File: config.mk
export PLATFORM = sky130hd
export DESIGN_NAME = constant_bandwidth_server
export DESIGN_NICKNAME = d
export VERILOG_FILES = /design/src/rtl/cbs_pkg.sv /design/src/rtl/cbs_queue.sv /design/src/rtl/constant_bandwidth_server.sv
export SDC_FILE = /design/constraint.sdc
export NUM_CORES = 2
export LEC_CHECK = 0
export BUFFER_PORTS_ARGS = -buffer_cell sky130_fd_sc_hd__buf_4
export CAP_MARGIN = 20
export CORE_UTILIZATION = 35
export CTS_BUF_LIST = sky130_fd_sc_hd__clkbuf_16
export CTS_CLUSTER_DIAMETER = 200
export DETAILED_ROUTE_END_ITERATION = 7
export PLACE_DENSITY = 0.49
export RECOVER_POWER = 100
export SLEW_MARGIN = 10
export SYNTH_ARGS = -nofsm -noshare
export SYNTH_HDL_FRONTEND = slang
export SYNTH_SLANG_ARGS = --single-unit
File: constraint.sdc
create_clock -name clk -period 13 [get_ports clk]
set_input_delay 2.6 -clock clk [delete_from_list [all_inputs] [get_ports clk]]
set_output_delay 2.6 -clock clk [all_outputs]
set_load 0.01 [all_outputs]
File: src/rtl/cbs_pkg.sv
`default_nettype none

package cbs_pkg;

  localparam int CBS_QUEUE_DEPTH = 16;
  localparam int CBS_WORK_W      = 16;
  localparam int CBS_BUDGET_W    = 16;
  localparam int CBS_TIME_W      = 32;
  localparam int CBS_PERIOD_W    = 24;
  localparam int CBS_BW_W        = 17;
  localparam int CBS_CFG_IDX_W   = 2;
  localparam int CBS_CFG_DATA_W  = 24;

  typedef enum logic [CBS_CFG_IDX_W-1:0] {
    CFG_FULL_BUDGET   = 2'd0,
    CFG_PERIOD_LENGTH = 2'd1,
    CFG_BANDWIDTH_Q16 = 2'd2
  } cbs_cfg_idx_t;

  localparam logic KIND_ARRIVAL = 1'b0;
  localparam logic KIND_TICK    = 1'b1;

  typedef struct packed {
    logic                  kind;
    logic [CBS_TIME_W-1:0] arrival_time;
    logic [CBS_WORK_W-1:0] work_amount;
  } cbs_in_t;

  typedef struct packed {
    logic                    job_finished;
    logic                    job_dropped;
    logic                    idle_tick;
    logic                    busy_res;
    logic [CBS_BUDGET_W-1:0] budget_now;
    logic [CBS_TIME_W-1:0]   deadline_now;
    logic [CBS_TIME_W-1:0]   job_deadline_now;
    logic [CBS_WORK_W-1:0]   work_left;
  } cbs_out_t;

  typedef struct packed {
    logic push;
    logic pop;
  } cbs_qctl_t;

  typedef struct packed {
    logic full;
    logic nonempty;
  } cbs_qstat_t;

endpackage

`default_nettype wire

File: src/rtl/cbs_queue.sv
`default_nettype none

module cbs_queue #(
  parameter int DEPTH = cbs_pkg::CBS_QUEUE_DEPTH
) (
  input  wire logic                            clk,
  input  wire logic                            rst_n,
  input  wire cbs_pkg::cbs_qctl_t              ctl,
  input  wire logic [cbs_pkg::CBS_WORK_W-1:0]  wdata,
  output cbs_pkg::cbs_qstat_t                  stat,
  output logic      [cbs_pkg::CBS_WORK_W-1:0]  head_data
);
  import cbs_pkg::*;

  localparam int AW = (DEPTH > 1) ? $clog2(DEPTH) : 1;
  localparam int CW = $clog2(DEPTH + 1);

  logic [CBS_WORK_W-1:0] mem [DEPTH];
  logic [AW-1:0]         head_r;
  logic [AW-1:0]         head_nxt;
  logic [AW-1:0]         head_inc;
  logic [CW-1:0]         count_r;
  logic [CW-1:0]         count_nxt;
  logic [AW:0]           tail_sum;
  logic [AW-1:0]         tail;
  logic [CBS_WORK_W-1:0] rd_data_r;

  always_comb begin
    head_inc  = (head_r == AW'(DEPTH - 1)) ? '0 : head_r + 1'b1;
    head_nxt  = ctl.pop ? head_inc : head_r;
    count_nxt = count_r;
    if (ctl.push) begin
      count_nxt = count_r + 1'b1;
    end else if (ctl.pop) begin
      count_nxt = count_r - 1'b1;
    end
    tail_sum = {1'b0, head_r} + (AW+1)'(count_r);
    if (tail_sum >= (AW+1)'(DEPTH)) begin
      tail_sum = tail_sum - (AW+1)'(DEPTH);
    end
    tail = tail_sum[AW-1:0];
  end

  always_ff @(posedge clk) begin
    if (!rst_n) begin
      head_r  <= '0;
      count_r <= '0;
    end else begin
      head_r  <= head_nxt;
      count_r <= count_nxt;
    end
  end

  // keep the entry at the head registered, bypass a push into it
  always_ff @(posedge clk) begin
    if (ctl.push) begin
      mem[tail] <= wdata;
    end
    if (ctl.push && (tail == head_nxt)) begin
      rd_data_r <= wdata;
    end else begin
      rd_data_r <= mem[head_nxt];
    end
  end

  assign stat.full     = (count_r == CW'(DEPTH));
  assign stat.nonempty = (count_r != '0);
  assign head_data     = rd_data_r;

endmodule

`default_nettype wire

File: src/rtl/constant_bandwidth_server.sv
// An accepted item is held in the input register; its result is written to the result
// register on out_data when that is free or being taken. Throughput: one item per cycle
// unless out_ready stalls; the state update for an item is a single pass
// through the admission multiply and compare between the input and result registers.
// Reset: synchronous, active low; clears server state, queue pointers, valids and
// loads register defaults (full_budget 1, period_length 1, bandwidth_q16 65536).
`default_nettype none

module constant_bandwidth_server #(
  parameter int QUEUE_DEPTH = cbs_pkg::CBS_QUEUE_DEPTH
) (
  input  wire logic                                clk,
  input  wire logic                                rst_n,
  input  wire logic                                in_valid,
  output logic                                     in_ready,
  input  wire cbs_pkg::cbs_in_t                    in_data,
  output logic                                     out_valid,
  input  wire logic                                out_ready,
  output cbs_pkg::cbs_out_t                        out_data,
  input  wire logic                                cfg_valid,
  output logic                                     cfg_ready,
  input  wire logic [cbs_pkg::CBS_CFG_IDX_W-1:0]   cfg_index,
  input  wire logic [cbs_pkg::CBS_CFG_DATA_W-1:0]  cfg_data
);
  import cbs_pkg::*;

  localparam int LW = CBS_TIME_W + CBS_BW_W;

  logic [CBS_BUDGET_W-1:0] fbud_r;
  logic [CBS_PERIOD_W-1:0] period_r;
  logic [CBS_BW_W-1:0]     bw_r;

  logic                    in_v_r;
  cbs_in_t                 in_r;
  logic                    out_v_r;
  cbs_out_t                out_r;
  logic                    adv;
  logic                    fire;

  logic                    running_r,  running_nxt;
  logic [CBS_WORK_W-1:0]   cur_work_r, cur_work_nxt;
  logic [CBS_TIME_W-1:0]   job_dl_r,   job_dl_nxt;
  logic [CBS_TIME_W-1:0]   srv_dl_r,   srv_dl_nxt;
  logic [CBS_BUDGET_W-1:0] budget_r,   budget_nxt;

  logic [CBS_TIME_W-1:0]   period_ext;
  logic [CBS_TIME_W-1:0]   diff;
  logic [LW-1:0]           lhs;
  logic [LW-1:0]           rhs;
  logic                    admit;
  cbs_out_t                res;

  cbs_qctl_t               q_ctl;
  cbs_qstat_t              q_stat;
  logic [CBS_WORK_W-1:0]   q_head;

  cbs_queue #(
    .DEPTH(QUEUE_DEPTH)
  ) u_queue (
    .clk      (clk),
    .rst_n    (rst_n),
    .ctl      (q_ctl),
    .wdata    (in_r.work_amount),
    .stat     (q_stat),
    .head_data(q_head)
  );

  assign cfg_ready = 1'b1;
  assign adv       = !out_v_r || out_ready;
  assign fire      = in_v_r && adv;
  assign in_ready  = !in_v_r || adv;
  assign out_valid = out_v_r;
  assign out_data  = out_r;

  always_ff @(posedge clk) begin
    if (!rst_n) begin
      fbud_r        <= CBS_BUDGET_W'(1);
      period_r      <= CBS_PERIOD_W'(1);
      bw_r          <= CBS_BW_W'(65536);
    end else if (cfg_valid && cfg_ready) begin
      case (cfg_index)
        CFG_FULL_BUDGET:   fbud_r   <= cfg_data[CBS_BUDGET_W-1:0];
        CFG_PERIOD_LENGTH: period_r <= cfg_data[CBS_PERIOD_W-1:0];
        CFG_BANDWIDTH_Q16: bw_r     <= cfg_data[CBS_BW_W-1:0];
        default:           ;
      endcase
    end
  end

  always_comb begin
    period_ext = CBS_TIME_W'(period_r);
    diff       = srv_dl_r - in_r.arrival_time;
    lhs        = LW'({budget_r, 16'b0});
    rhs        = LW'(diff) * LW'(bw_r);
    admit      = (diff == '0) || diff[CBS_TIME_W-1] || (lhs >= rhs);

    running_nxt  = running_r;
    cur_work_nxt = cur_work_r;
    job_dl_nxt   = job_dl_r;
    srv_dl_nxt   = srv_dl_r;
    budget_nxt   = budget_r;
    q_ctl        = '0;
    res          = '0;

    if (fire) begin
      if (in_r.kind == KIND_ARRIVAL) begin
        if (!running_r) begin
          if (admit) begin
            srv_dl_nxt = in_r.arrival_time + period_ext;
            budget_nxt = fbud_r;
          end
          cur_work_nxt = in_r.work_amount;
          job_dl_nxt   = srv_dl_nxt;
          running_nxt  = 1'b1;
        end else if (q_stat.full) begin
          res.job_dropped = 1'b1;
        end else begin
          q_ctl.push = 1'b1;
        end
      end else if (!running_r) begin
        res.idle_tick = 1'b1;
      end else begin
        cur_work_nxt = (cur_work_r == '0) ? '0 : cur_work_r - 1'b1;
        budget_nxt   = (budget_r == '0) ? '0 : budget_r - 1'b1;
        if (cur_work_nxt == '0) begin
          res.job_finished = 1'b1;
          if (q_stat.nonempty) begin
            q_ctl.pop    = 1'b1;
            cur_work_nxt = q_head;
            job_dl_nxt   = srv_dl_r;
          end else begin
            running_nxt = 1'b0;
          end
        end
        // refill an exhausted budget and push the deadline out
        if (budget_nxt == '0) begin
          budget_nxt = fbud_r;
          srv_dl_nxt = srv_dl_r + period_ext;
          job_dl_nxt = srv_dl_nxt;
        end
      end
    end

    res.busy_res         = running_nxt;
    res.budget_now       = budget_nxt;
    res.deadline_now     = srv_dl_nxt;
    res.job_deadline_now = job_dl_nxt;
    res.work_left        = cur_work_nxt;
  end

  always_ff @(posedge clk) begin
    if (!rst_n) begin
      in_v_r     <= 1'b0;
      out_v_r    <= 1'b0;
      running_r  <= 1'b0;
      cur_work_r <= '0;
      job_dl_r   <= '0;
      srv_dl_r   <= '0;
      budget_r   <= '0;
    end else begin
      if (in_valid && in_ready) begin
        in_v_r <= 1'b1;
      end else if (fire) begin
        in_v_r <= 1'b0;
      end
      if (fire) begin
        out_v_r <= 1'b1;
      end else if (out_ready) begin
        out_v_r <= 1'b0;
      end
      running_r  <= running_nxt;
      cur_work_r <= cur_work_nxt;
      job_dl_r   <= job_dl_nxt;
      srv_dl_r   <= srv_dl_nxt;
      budget_r   <= budget_nxt;
    end
  end

  always_ff @(posedge clk) begin
    if (in_valid && in_ready) begin
      in_r <= in_data;
    end
    if (fire) begin
      out_r <= res;
    end
  end

endmodule

`default_nettype wire

**After elaboration in Yosys (flattened, before gate mapping)**

Memory sizes are Yosys's and may differ from the RTL's. A register that Yosys moved wholly into a read port is not among the register bits.
Index checks and enable logic that the tools add are counted.

- Shift-type cells: 0
- Magnitude comparators: 2
- Bitwise logic cells: 1
- Add/sub/neg operators: 10
- Reductions and logical operators: 23
- Eq/ne operators: 4
- Div/mod/pow operators: 0
- Muxes and demuxes: 53
- $mul: 1

Operator list:

| cell | number |
|---|---|
| two-way mux 32 bit | 13 |
| two-way mux 16 bit | 14 |
| adder 32 x 24 -> 32 bit | 2 |
| zero test 16 bit | 4 |
| greater-or-equal comparator 32 x 49 -> 1 bit | 1 |
| multiplier 32 x 17 -> 49 bit | 1 |
| zero test 32 bit | 1 |
| subtractor 16 x 1 -> 16 bit, second input constant | 2 |
| subtractor 32 bit | 1 |
| two-way mux 1 bit | 20 |
| two-way mux 4 bit | 3 |
| two-way mux 5 bit | 2 |
| AND reduction 2 bit | 4 |
| nonzero test 2 bit | 3 |
| adder 4 x 5 -> 5 bit | 1 |
| adder 5 x 1 -> 5 bit, second input constant | 1 |
| == test 5 bit, second input constant | 1 |
| greater-or-equal comparator 5 bit, second input constant | 1 |
| nonzero test 5 bit | 1 |
| subtractor 5 x 1 -> 5 bit, second input constant | 1 |
| adder 4 x 1 -> 4 bit, second input constant | 1 |
| == test 4 bit, second input constant | 1 |
| logical OR 1 bit | 4 |
| subtractor 4 x 1 -> 4 bit, second input constant | 1 |
| 8 further kinds | 10 |

- Bits in writable memories: 256
- Latch bits: 0
- Memories: 1
- Bits of input ports: 80
- Logic and storage cells: 118
- ROM bits: 0
- Flip-flop bits (word level): 314

Memory list:

| name | words | width | read ports | clocked after memory_dff | wr ports | RTL line | text |
|---|---|---|---|---|---|---|---|
| u_queue.mem | 16 | 16 | 1 | 1 | 1 | cbs_queue.sv:18 | `logic [CBS_WORK_W-1:0] mem [DEPTH];` |

**Logic depth before layout (Yosys ltp)**

- Depth in word-level cells: 9
- Depth in mapped cells: 46
- Mapped depth without buffers: 41

**Cells and area by module**

Synthesis repeated with hierarchy kept, for this count alone.

- Cell total of the unflattened synthesis: 4,775
- Area total of the unflattened synthesis: 47,337.9 um^2

By module, submodules not included:

| module | cells each | area an instance (um^2) | instances |
|---|---|---|---|
| constant_bandwidth_server | 4,277 | 36,670.2 | 1 |
| cbs_queue | 498 | 10,667.7 | 1 |

**Worst setup path before layout**

Ideal clock, no wire load.

- Kind: reg-to-reg
- From: register in_r[20] (netlist name)
- To: register out_r, in the netlist out_data[64] (data pin)
- Clock period less this slack: 10,590 ps
- Data arrival time: 10,324 ps
- Setup slack: 2,410 ps
- Data required time: 12,735 ps
- Cell stages (with the launch flop): 38
- Buffers on the path: 4
- Cells stage by stage: edfxtp_1 > inv_1 > ha_1 > a21o_1 > or3_4 > o2111a_1 > or2_1 > a2111oi_1 > nor2_1 > a31oi_2 > xor2_2 > clkbuf_1 > clkbuf_1 > nand2_1 > fa_1 > fa_1 > inv_1 > fa_1 > (+2 left out) > inv_1 > fa_1 > inv_1 > ha_1 > clkbuf_1 > nand2_1 > nor4_1 > o21ai_0 > a211oi_1 > o22ai_1 > xor2_1 > o21ai_0 > or4_1 > o32ai_4 > o21ai_2 > buf_2 > and3_1 > or3_1

RTL lines:

| item | RTL line | text |
|---|---|---|
| from (decl) | constant_bandwidth_server.sv:34 | `cbs_in_t in_r;` |
| from (signal assigned) | constant_bandwidth_server.sv:181 | `in_r <= in_data;` |
| to (signal assigned) | constant_bandwidth_server.sv:184 | `out_r <= res;` |
| to (decl) | constant_bandwidth_server.sv:36 | `cbs_out_t out_r;` |

**Worst setup path after layout**

- From: register srv_dl_r[4]
- To: register job_dl_r[23]

- Cells in the longest elaborated chain, start to end: 8
- Elaborated cells on any way between the ends: 13
- Those cells by class: 2 x add/sub; 1 x mul; 1 x order compare; 6 x mux; 3 x reduce/logical

Ends and longest elaborated chain:

| item | RTL line | text |
|---|---|---|
| from (decl) | constant_bandwidth_server.sv:43 | `logic [CBS_TIME_W-1:0] srv_dl_r, srv_dl_nxt;` |
| from (signal assigned) | constant_bandwidth_server.sv:174 | `srv_dl_r <= srv_dl_nxt;` |
| subtractor 32 bit | constant_bandwidth_server.sv:92 | `diff = srv_dl_r - in_r.arrival_time;` |
| multiplier 32 x 17 -> 49 bit / zero test 32 bit (equally long branches) | constant_bandwidth_server.sv:94, constant_bandwidth_server.sv:95 |  |
| greater-or-equal comparator 32 x 49 -> 1 bit / logical OR 1 bit (equally long branches) | constant_bandwidth_server.sv:95 | `admit = (diff == '0) \|\| diff[CBS_TIME_W-1] \|\| (lhs >= rhs);` |
| logical OR 1 bit | constant_bandwidth_server.sv:95 |  |
| two-way mux 32 bit | constant_bandwidth_server.sv:108 | `if (admit) begin` |
| two-way mux 32 bit | constant_bandwidth_server.sv:107 | `if (!running_r) begin` |
| two-way mux 32 bit * | constant_bandwidth_server.sv:106 | `if (in_r.kind == KIND_ARRIVAL) begin` |
| two-way mux 32 bit * | constant_bandwidth_server.sv:105 | `if (fire) begin` |
| to (signal assigned) | constant_bandwidth_server.sv:173 | `job_dl_r <= job_dl_nxt;` |
| to (decl) | constant_bandwidth_server.sv:42 | `logic [CBS_TIME_W-1:0] job_dl_r, job_dl_nxt;` |

Every way passes the cells marked *; elsewhere a longest branch is shown, timed or not.
A chain may end at the register's enable or synchronous reset.

==> impl_metrics.tcl <==
set metrics [dict create \
    tightest_slew_ps 4754 \
    worstReg2RegEnd "job_dl_r[23]" \
    critical_path_required_ps 13370 \
    slew-limit-headroom -2.169 \
    nNetsFinal 5689 \
    cpMaxStageDelayCell "or4_1" \
    intPower_mw 3.670 \
    tritoncts.num_buffers 67 \
    io_buffers 181 \
    dr.pass1.iters 6 \
    grt_antenna_before_repair 12 \
    clock_sinks 574 \
    setup.worst_path.end_class "flop" \
    finish.cell_count_without_fillers 6750 \
    critical_path.max_stage_delay_ps 680 \
    r2r_slack_ps 600 \
    routabilityCongestion 0.9424 \
    clock_latency_ps 670 \
    ys_warn_count 0 \
    static_leakage_nw 21.37 \
    grt_max_degree 84 \
    totalNegativeSetupSlack_ps 0 \
    status "finished, violations left" \
    synth-edff-count 405 \
    ios 183 \
    pwr-share-comb 0.322 \
    path_max_fanout 16 \
    netlist_area_sq_um 47620 \
    mostFrequentLayoutCells "nand2_1 (651), inv_1 (568), fa_1 (454)" \
    net-switching-power_mw 2.126 \
    grtUsageTotal 0.2493 \
    post-dp-hpwl_um 127400 \
    detail_route.drc_violations 0 \
    post_drt_wl_per_cell_um 25.28 \
    finalCriticalPeriod_ps 12400 \
    path_common_cell "fa_1" \
    synth_sequential_area_ratio 0.3264 \
    start_kind "flop" \
    min_period_over_period 0.9539 \
    timing_max_transition_violations_final 580 \
    die_height_um 370.9 \
    seq_area_sq_um 15560 \
    cts.path.max_buffers 3 \
    syn-instance-count 4846 \
    die-area_sq_um 137500 \
    die_width_um 370.9 \
    finalWirelength_um 170700 \
    crit_path_start "srv_dl_r[4]" \
    sequentialPowerShare 0.361 \
    tritoncts_clock_tree "yes" \
    power.ir.vdd_worst_mv 0.1262 \
    rows 134 \
    power_density_nw_per_um2 110.2 \
    ff2ff_path_depth 37 \
    drv_cap 18 \
    violations "capacitance limit, slew limit" \
    final-hold-violation-count 0 \
    effective_utilization_at_floorplan 0.3546 \
    layout_commonest_cell "nand2_1" \
    timing.final.setup_violations 0 \
    cp.arrival_ps 12770 \
    clock_network_fraction_of_design_power 0.317 \
    synth-seq-cells 574 \
    viasPerCell 5.598 \
    grt_pass1_wl_um 252800 \
    ctsRootBufferMaster "clkbuf_16" \
    num-fill-cells 13430 \
    number_of_global_route_vias_before_repair 37310 \
    worstReg2RegStart "srv_dl_r[4]" \
    ant_nets 0 \
    syn_area_per_cell_sq_um 9.827 \
    synthArstFlopShare 0 \
    hold_class "reg2reg" \
    crit_type "reg2reg" \
    synthesis.nets 5607 \
    global_route.overflow_total 0 \
    yosys.cell_types.count 102 \
    drive_gt1_frac 0.08255 \
    unrepaired_setup_endpoints_after_global_routing "no" \
    achievable-frequency_ghz 0.08064 \
    num_vias 37790 \
    postSynth.topFlopCell "edfxtp_1" \
    finClkSkew_ps 33.57 \
    combined_area_of_the_multi_input_logic_cells_sq_um 29050 \
    area_growth_syn_to_layout_pct 10.43 \
    core_area_sq_um 134300 \
    clk_transition_reported_paths_ps 60 \
    drt-initial-drc-count 3475 \
    htreeDepth 3 \
    swShare 0.3667 \
    setup.worst_path.end "job_dl_r[23]" \
    placed_cells_incl_taps 6627 \
]
-- worst max-delay path, delay by kind of cell (launching register included) --
kind	cells	cell delay [ps]
flip-flops	1	580
XOR/XNOR	1	180
AND/OR/NAND/NOR	9	2830
multiplexers	1	330
buffers and inverters	4	530
adder cells (fa/ha/maj)	9	4120
AO/OA/AOI/OAI	13	3490
-- cell usage after synthesis, types with 11 or more instances --
library cell,count,share of area
mux2i_1,36,0.0076
mux4_2,80,0.038
o21bai_1,26,0.0041
nor3_1,61,0.0064
xor2_1,52,0.0096
o21ai_1,14,0.0015
inv_1,553,0.044
a31oi_1,29,0.0038
nand3_1,71,0.0075
and2_1,246,0.032
or3_1,39,0.0051
a21oi_1,300,0.032
dfxtp_1,169,0.071
a221oi_1,11,0.0020
edfxtp_1,405,0.26
clkbuf_1,222,0.017
buf_1,20,0.0016
fa_1,454,0.19
a2bb2oi_1,16,0.0029
nor4_1,34,0.0045
o211ai_1,19,0.0030
a22oi_1,20,0.0032
o31a_1,22,0.0040
ha_1,227,0.060
a21o_1,43,0.0068
nand2_1,651,0.051
nor2_1,246,0.019
o2111ai_1,14,0.0026
o21a_1,28,0.0044
and3_1,54,0.0071
xnor2_1,74,0.014
nand4_1,26,0.0034
o21ai_0,192,0.020
o22ai_1,46,0.0060
a211oi_1,31,0.0049
or4_1,14,0.0022
nand2b_1,31,0.0041
buf_2,13,0.0014
o31ai_1,30,0.0047
nor2b_1,28,0.0037
or2_2,22,0.0029
-- worst min-delay path by stage --
stage	startpoint	to	slack [ps]	depth (start not counted)
CTS	fbud_r[13]	fbud_r[13]	470	2
finish	fbud_r[13]	fbud_r[13]	470	2
global placement	fbud_r[12]	fbud_r[12]	450	2
detailed placement	fbud_r[12]	fbud_r[12]	460	2
global route	fbud_r[12]	fbud_r[12]	490	2
floorplan	fbud_r[3]	fbud_r[3]	430	2
-- power by group through the flow --
stage,clock [mW],combinational [mW],sequential [mW]
finish,1.84,1.86,2.09
global route,1.94,2.06,2.10
CTS,1.87,1.87,2.09
detailed placement,0,1.85,2.13
global placement,0,1.86,2.13
floorplan,0,1.24,2.08
-- routing by layer --
metal	GRT usage	wire (um)	up-vias	part of all wire
met5	0	13	-	0.000076
met4	0.05476	3518	2	0.021
met3	0.06032	15850	182	0.093
met2	0.3636	72030	1525	0.42
met1	0.3699	79260	19270	0.46
li1	-	-	16810	-
-- final cells by class --
type	count	area share
clock inverters	52	0.007424
well taps	1768	0.04207
inverters	555	0.03966
clock buffers	68	0.03236
repair buffers	276	0.02986
multi-input cells	3454	0.5525
flip-flops and latches	574	0.2960
diodes	3	0.0001428
-- through the flow --
stage	utilization	total power, mW	setup WS, ps	hold WS, ps	instance area, sq um
floorplan	-	3.325	2410	432.5	47620
global placement	0.3801	3.990	858.0	447.7	51040
detailed placement	0.3801	3.977	700.6	458.8	51050
CTS	0.3957	5.832	601.6	468.1	53140
global route	0.3915	6.099	6.047	487.9	52580
finish	0.3916	5.796	599.7	468.4	52590
-- kinds of logic after synthesis --
kind of cell,after synthesis,share of synthesized area
buf+inv,818,0.06558
fa+ha+maj,681,0.2505
flops,574,0.3264
compound gates,958,0.1294
xor+xnor,127,0.02352
mux,125,0.04753
other cells,1,0.00007875
simple gates,1562,0.1570
-- flip-flops by register name, summed over array words and instances (netlist names), named ones only --
name	cells
out_valid	1
u_queue.mem	256
out_data	100
running_r	1
fbud_r	16
in_r	49
u_queue.count_r	5
bw_r	17
job_dl_r	32
u_queue.head_r	4
period_r	24
in_v_r	1
srv_dl_r	32
cur_work_r	16
budget_r	16
-- what timing repair did --
action / in CTS / in global routing
endpoints found under the setup margin: 0 / 13
setup buffers: 0 / 0
resized for setup: 0 / 1
hold buffers: 0 / 0
Power figures use the tool's default switching activity.
